**config.mk**
```make
export PLATFORM = sky130hd
export DESIGN_NAME = rscb_remainder
export DESIGN_NICKNAME = d
export VERILOG_FILES = /design/src/rtl/rscb_pkg.sv /design/src/rtl/rscb_remainder.sv
export SDC_FILE = /design/constraint.sdc
export NUM_CORES = 1
export LEC_CHECK = 0
export ABC_CLOCK_PERIOD_IN_PS = 3800
export BUFFER_PORTS_ARGS = -buffer_cell sky130_fd_sc_hd__buf_2
export CELL_PAD_IN_SITES_DETAIL_PLACEMENT = 1
export CELL_PAD_IN_SITES_GLOBAL_PLACEMENT = 2
export CORE_ASPECT_RATIO = 1.4
export CORE_MARGIN = 2
export CORE_UTILIZATION = 38
export DETAILED_ROUTE_END_ITERATION = 10
export GPL_ROUTABILITY_DRIVEN = 0
export PLACE_DENSITY = 0.9
export SETUP_SLACK_MARGIN = 0.2
export SLEW_MARGIN = 5
export SYNTH_ARGS = -nofsm -noshare
export SYNTH_HDL_FRONTEND = slang
export SYNTH_SLANG_ARGS = --single-unit
export TNS_END_PERCENT = 50
```
**constraint.sdc**
```tcl
create_clock -name clock -period 3.8 [get_ports clock]
set_input_delay 0.76 -clock clock [delete_from_list [all_inputs] [get_ports clock]]
set_output_delay 0.76 -clock clock [all_outputs]
set_load 0.005 [all_outputs]
```
**src/rtl/rscb_pkg.sv**
```systemverilog
// ----------------------------------------------------------------------------
// Rolling-sum chunk boundary package
// Shared constants, codes and types for the chunk boundary detector.
// ----------------------------------------------------------------------------
package rscb_pkg;

   // Depth of the window ring store and derived widths.
   localparam int MAX_SPAN = 1024;
   localparam int ADDR_W   = (MAX_SPAN > 1) ? $clog2(MAX_SPAN) : 1;
   localparam int EFF_W    = $clog2(MAX_SPAN + 1);

   // Field and register widths.
   localparam int SPAN_W  = 11;
   localparam int MOD_W   = 16;
   localparam int DIST_W  = 16;
   localparam int SUM_W   = 18;
   localparam int BYTE_W  = 8;
   localparam int CSR_IDX_W  = 2;
   localparam int CSR_DATA_W = 16;

   // The remainder unit retires one dividend bit per step.
   localparam int DIV_STEPS = SUM_W;
   localparam int DIV_CNT_W = $clog2(DIV_STEPS);

   // Transaction opcodes.
   localparam logic OP_DATA    = 1'b0;
   localparam logic OP_RESTART = 1'b1;

   // Configuration register indexes.
   localparam logic [CSR_IDX_W-1:0] CSR_WINDOW_SPAN  = 2'd0;
   localparam logic [CSR_IDX_W-1:0] CSR_SUM_MODULUS  = 2'd1;
   localparam logic [CSR_IDX_W-1:0] CSR_MIN_DISTANCE = 2'd2;

   // Reset values of the configuration registers.
   localparam logic [SPAN_W-1:0] WINDOW_SPAN_RESET  = 11'd256;
   localparam logic [MOD_W-1:0]  SUM_MODULUS_RESET  = 16'd8192;
   localparam logic [DIST_W-1:0] MIN_DISTANCE_RESET = 16'd8192;

   // Status returned by the remainder unit.
   typedef struct packed {
      logic done;      // one-cycle pulse when the remainder is final
      logic rem_zero;  // dividend is a multiple of the divisor
   } div_status_type;

endpackage

```
**src/rtl/rscb_remainder.sv**
```systemverilog
// ----------------------------------------------------------------------------
// Rolling-sum remainder unit
// Restoring bit-serial remainder of the window sum against the modulus,
// one dividend bit per cycle, reporting whether the remainder is zero.
// ----------------------------------------------------------------------------
module rscb_remainder (
   input  logic                               clock,
   input  logic                               reset,
   input  logic                               start,
   input  logic [rscb_pkg::SUM_W-1:0]         dividend,
   input  logic [rscb_pkg::MOD_W-1:0]         divisor,
   output rscb_pkg::div_status_type           status
);

   logic                              busy_ff, busy_in;
   logic [rscb_pkg::DIV_CNT_W-1:0]    count_ff, count_in;
   logic [rscb_pkg::SUM_W-1:0]        shift_ff, shift_in;
   logic [rscb_pkg::MOD_W-1:0]        divisor_ff, divisor_in;
   logic [rscb_pkg::MOD_W-1:0]        rem_ff, rem_in;
   logic                              sum_zero_ff, sum_zero_in;
   logic                              done_ff, done_in;
   logic                              zero_ff, zero_in;
   logic [rscb_pkg::MOD_W:0]          trial;
   logic [rscb_pkg::MOD_W-1:0]        rem_step;
   logic                              last_step;

   // One restoring step: shift in the next dividend bit and subtract if it fits.
   always_comb begin
      trial     = {rem_ff, shift_ff[rscb_pkg::SUM_W-1]};
      rem_step  = trial[rscb_pkg::MOD_W-1:0];
      if (trial >= {1'b0, divisor_ff}) begin
         rem_step = rscb_pkg::MOD_W'(trial - {1'b0, divisor_ff});
      end
      last_step = (count_ff == rscb_pkg::DIV_CNT_W'(rscb_pkg::DIV_STEPS - 1));
   end

   always_comb begin
      busy_in     = busy_ff;
      count_in    = count_ff;
      shift_in    = shift_ff;
      divisor_in  = divisor_ff;
      rem_in      = rem_ff;
      sum_zero_in = sum_zero_ff;
      done_in     = 1'b0;
      zero_in     = zero_ff;
      if (start) begin
         busy_in     = 1'b1;
         count_in    = '0;
         shift_in    = dividend;
         divisor_in  = divisor;
         rem_in      = '0;
         sum_zero_in = (dividend == '0);
      end else if (busy_ff) begin
         rem_in   = rem_step;
         shift_in = {shift_ff[rscb_pkg::SUM_W-2:0], 1'b0};
         count_in = count_ff + 1'b1;
         if (last_step) begin
            busy_in = 1'b0;
            done_in = 1'b1;
            // A zero modulus leaves the sum itself as the remainder.
            zero_in = (divisor_ff == '0) ? sum_zero_ff : (rem_step == '0);
         end
      end
   end

   always_ff @(posedge clock) begin
      if (reset) begin
         busy_ff <= 1'b0;
         done_ff <= 1'b0;
      end else begin
         busy_ff <= busy_in;
         done_ff <= done_in;
      end
   end

   always_ff @(posedge clock) begin
      count_ff    <= count_in;
      shift_ff    <= shift_in;
      divisor_ff  <= divisor_in;
      rem_ff      <= rem_in;
      sum_zero_ff <= sum_zero_in;
      zero_ff     <= zero_in;
   end

   assign status.done     = done_ff;
   assign status.rem_zero = zero_ff;

endmodule

```
==> metrics <==
area overhead of the layout relative to synthesis 20.0%; number of inserted filler cells in the final layout 923; via density per instance 5.63; Core Box Area 8560 um^2; final net count approximately 410; reg2reg path depth 11; Synth Warn # 0; clock insertion delay at the later pin of the skew report 0.33 ns; count of port buffers added during placement 38; critical hold path startpoint rem_ff[15]; combined flip-flop and latch cell area 1540 um^2; clock tree from TritonCTS done; horizontal extent of the die 83.2 um; post-DR wirelength/cell between 15 and 20 um; RR Startpoint shift_ff[17]; HP Class reg2reg; largest net degree at the start of global routing 41; Synth Net Count 364; fraction of registers with async set/reset 0%; post-synthesis register bit count 59; site row count 40; maximum count of clock buffers along a single path 2; I/O pin total 39; syn avg cell area 10.8 um^2; CTS clk-pin slew, worst paths around 0.05 ns; fraction of the cycle the final worst path needs 93.7%; filler-free cell count of the finished design 462; number of placed instances, taps included between 400 and 500; total of max-cap violations 0; overall routed net length 8800 um; number of global-route vias before repair 2808; die span in y 115 um; Post-Route Setup TNS 0 ns; final hold vios 0; CTS HTree Levels 3; Final Skew 0.00988 ns; min Tclk post-route 3.56 ns; hold path cells 2; share of layout cells above drive strength 1 26.3%; total via count in the routed design 2601; clock buffer count from CTS 9; category of the worst setup path capture point flop; start point of the critical path shift_ff[17]; area of the die between 9000 and 10000 um^2; number of synthesized flops with an enable pin 36; Most used DFF post-synth edfxtp_1; pwr dens around 540 nW/um^2; type of the setup path with the least slack reg2reg; first-pass iteration count of the detailed router 4; CTS Root Cell clkbuf_16; Max-Slew Margin vs Limit 44.6%; global-route wire length before repair approximately 14000 um; outcome finished clean; most frequent standard cell in the layout excluding fill and tap cells buf_2; worst slack on hold paths around 0.50 ns; count of nets left with antenna violations after detail routing 0; arrival time of the worst setup path 3.75 ns; max frequency 281 MHz; mapped cell area 3340 um^2; Initial Util 39.0%; unrepaired setup endpoints after global routing yes; total congestion overflow after global routing 0; DRC marker count from the first detailed-route iteration 70; antenna violations before repair 0; leakage power figure 1.62 nW; Ant. Diodes 0; GRT Total Usage between 15 and 20%; sequential cell area fraction in the yosys report 46.1%; critical path startpoint category flop; required time at the endpoint of the critical path 3.99 ns; total half-perimeter wirelength after legalization and detailed placement 6340 um; Clock Sinks between 50 and 60; Final Max Tran Viols 0; # setup viols final 0; post-synthesis cell count 308; number of distinct library cells after synthesis 52; maximum net fanout on the critical path 2; transition time at the pin with the least slew margin 0.831 ns; Remaining DRCs 0; Worst IR Drop VDD 0.000444 V; leading cell types in the layout, fill and taps excluded 38 x buf_2, 36 x edfxtp_1, 35 x nor2_1, 23 x dfxtp_1; multi-input logic area between 1500 and 2000 um^2
flip-flops by register name, indices dropped and copies added (netlist names):
register     count
zero_ff          1
divisor_ff      16
rem_ff          16
sum_zero_ff      1
shift_ff        18
done_ff          1
count_ff         5
busy_ff          1
path summary, 6_finish.rpt:
kind              slack (ns)    endpoint
hold / removal          0.50  rem_ff[15]
setup reg to reg        0.24     zero_ff
hold reg to reg         0.50  rem_ff[15]
setup / recovery        0.24     zero_ff
report_power, final:
part	leakage (nW)	switching, W	internal [W]
clock	0.167	0.000276	0.000659
sequential	0.546	0.0000371	0.000742
combinational	0.903	0.000246	0.000188
Yosys cell counts (2+ instances only):
library cell / number / area, um^2
xnor2_1: 9 / 78.8
ha_1: 18 / 225
inv_1: 21 / 78.8
a211oi_1: 16 / 120
nor3b_1: 2 / 15.0
mux2i_1: 14 / 140
clkbuf_1: 8 / 30.0
nor4_1: 11 / 68.8
nor3_1: 3 / 15.0
o211ai_1: 3 / 22.5
o21ai_0: 10 / 50.1
nor2_1: 35 / 131
dfxtp_1: 23 / 460
mux2_2: 21 / 236
nand2_1: 6 / 22.5
or4_1: 3 / 22.5
nand3_1: 4 / 20.0
nand4_1: 4 / 25.0
buf_4: 2 / 15.0
o21a_1: 5 / 37.5
a21o_1: 5 / 37.5
xor2_1: 7 / 61.3
a21oi_1: 9 / 45.0
edfxtp_1: 36 / 1080
or3_1: 3 / 18.8
nor2b_1: 3 / 18.8
a2111oi_0: 2 / 17.5
per-stage QoR:
stage	worst slack [ns]	util (%)	total power, W	area, um^2
3_5_place_dp	0.215	42.5	0.00121	3630
5_1_grt	0.0489	46.8	0.00224	4010
3_3_place_gp	0.302	42.5	0.00119	3630
6_report	0.240	46.8	0.00215	4010
2_1_floorplan	0.486	-	0.00108	3340
4_1_cts	0.205	46.6	0.00215	3990
critical path, stage by stage (launching register included):
cell	delay (ns)
edfxtp_1	0.41
inv_1	0.09
ha_1	0.15
inv_1	0.05
fa_2	0.34
xor2_1	0.17
or4b_1	0.52
or4_1	0.53
or3_1	0.32
or4_4	0.43
o41ai_2	0.21
a32o_1	0.20
area by class of cell:
| class | instances | share of cell area [%] |
|---|---|---|
| well taps | 105 | 3.28 |
| multi-input cells | 215 | 41.4 |
| clock inverters | 4 | 2.47 |
| inverters | 21 | 1.97 |
| flip-flops and latches | 59 | 38.5 |
| clock buffers | 12 | 6.15 |
| repair buffers | 46 | 6.24 |
cells by family (layout without fill, tap and decap cells):
logic type                 after synthesis  count (layout)  share of synthesized area (%)
xor gates and xnor gates                16              16                           4.19
adders and majority gates               19              19                           7.34
AOI/OAI and AO/OA                       60              60                           13.2
and+or+nand+nor                         85              85                           13.5
DFF                                     59              59                           46.1
buffers and inverters                   34              83                           4.31
muxes                                   35              35                           11.3
per-layer routing:
| metal | routed length, um | vias up | share of wire, % | global-route usage [%] |
|---|---|---|---|---|
| li1 | - | 1241 | - | - |
| met1 | 3370 | 1274 | 38 | 19.9 |
| met2 | 4790 | 60 | 54 | 37.4 |
| met3 | 298 | 26 | 3.4 | 4.59 |
| met4 | 340 | 0 | 3.9 | 10.8 |
| met5 | 0 | - | 0 | 0 |
repair_timing:
| item | CTS | global route |
|---|---|---|
| hold endpoints to repair | 0 | 0 |
| pin swaps | 1 | 1 |
| setup endpoints to repair | 1 | 1 |
| setup buffers | 1 | 2 |
| hold buffers | 0 | 0 |
| resized for setup | 0 | 2 |
Note: power is estimated with default switching activity, not from simulation.
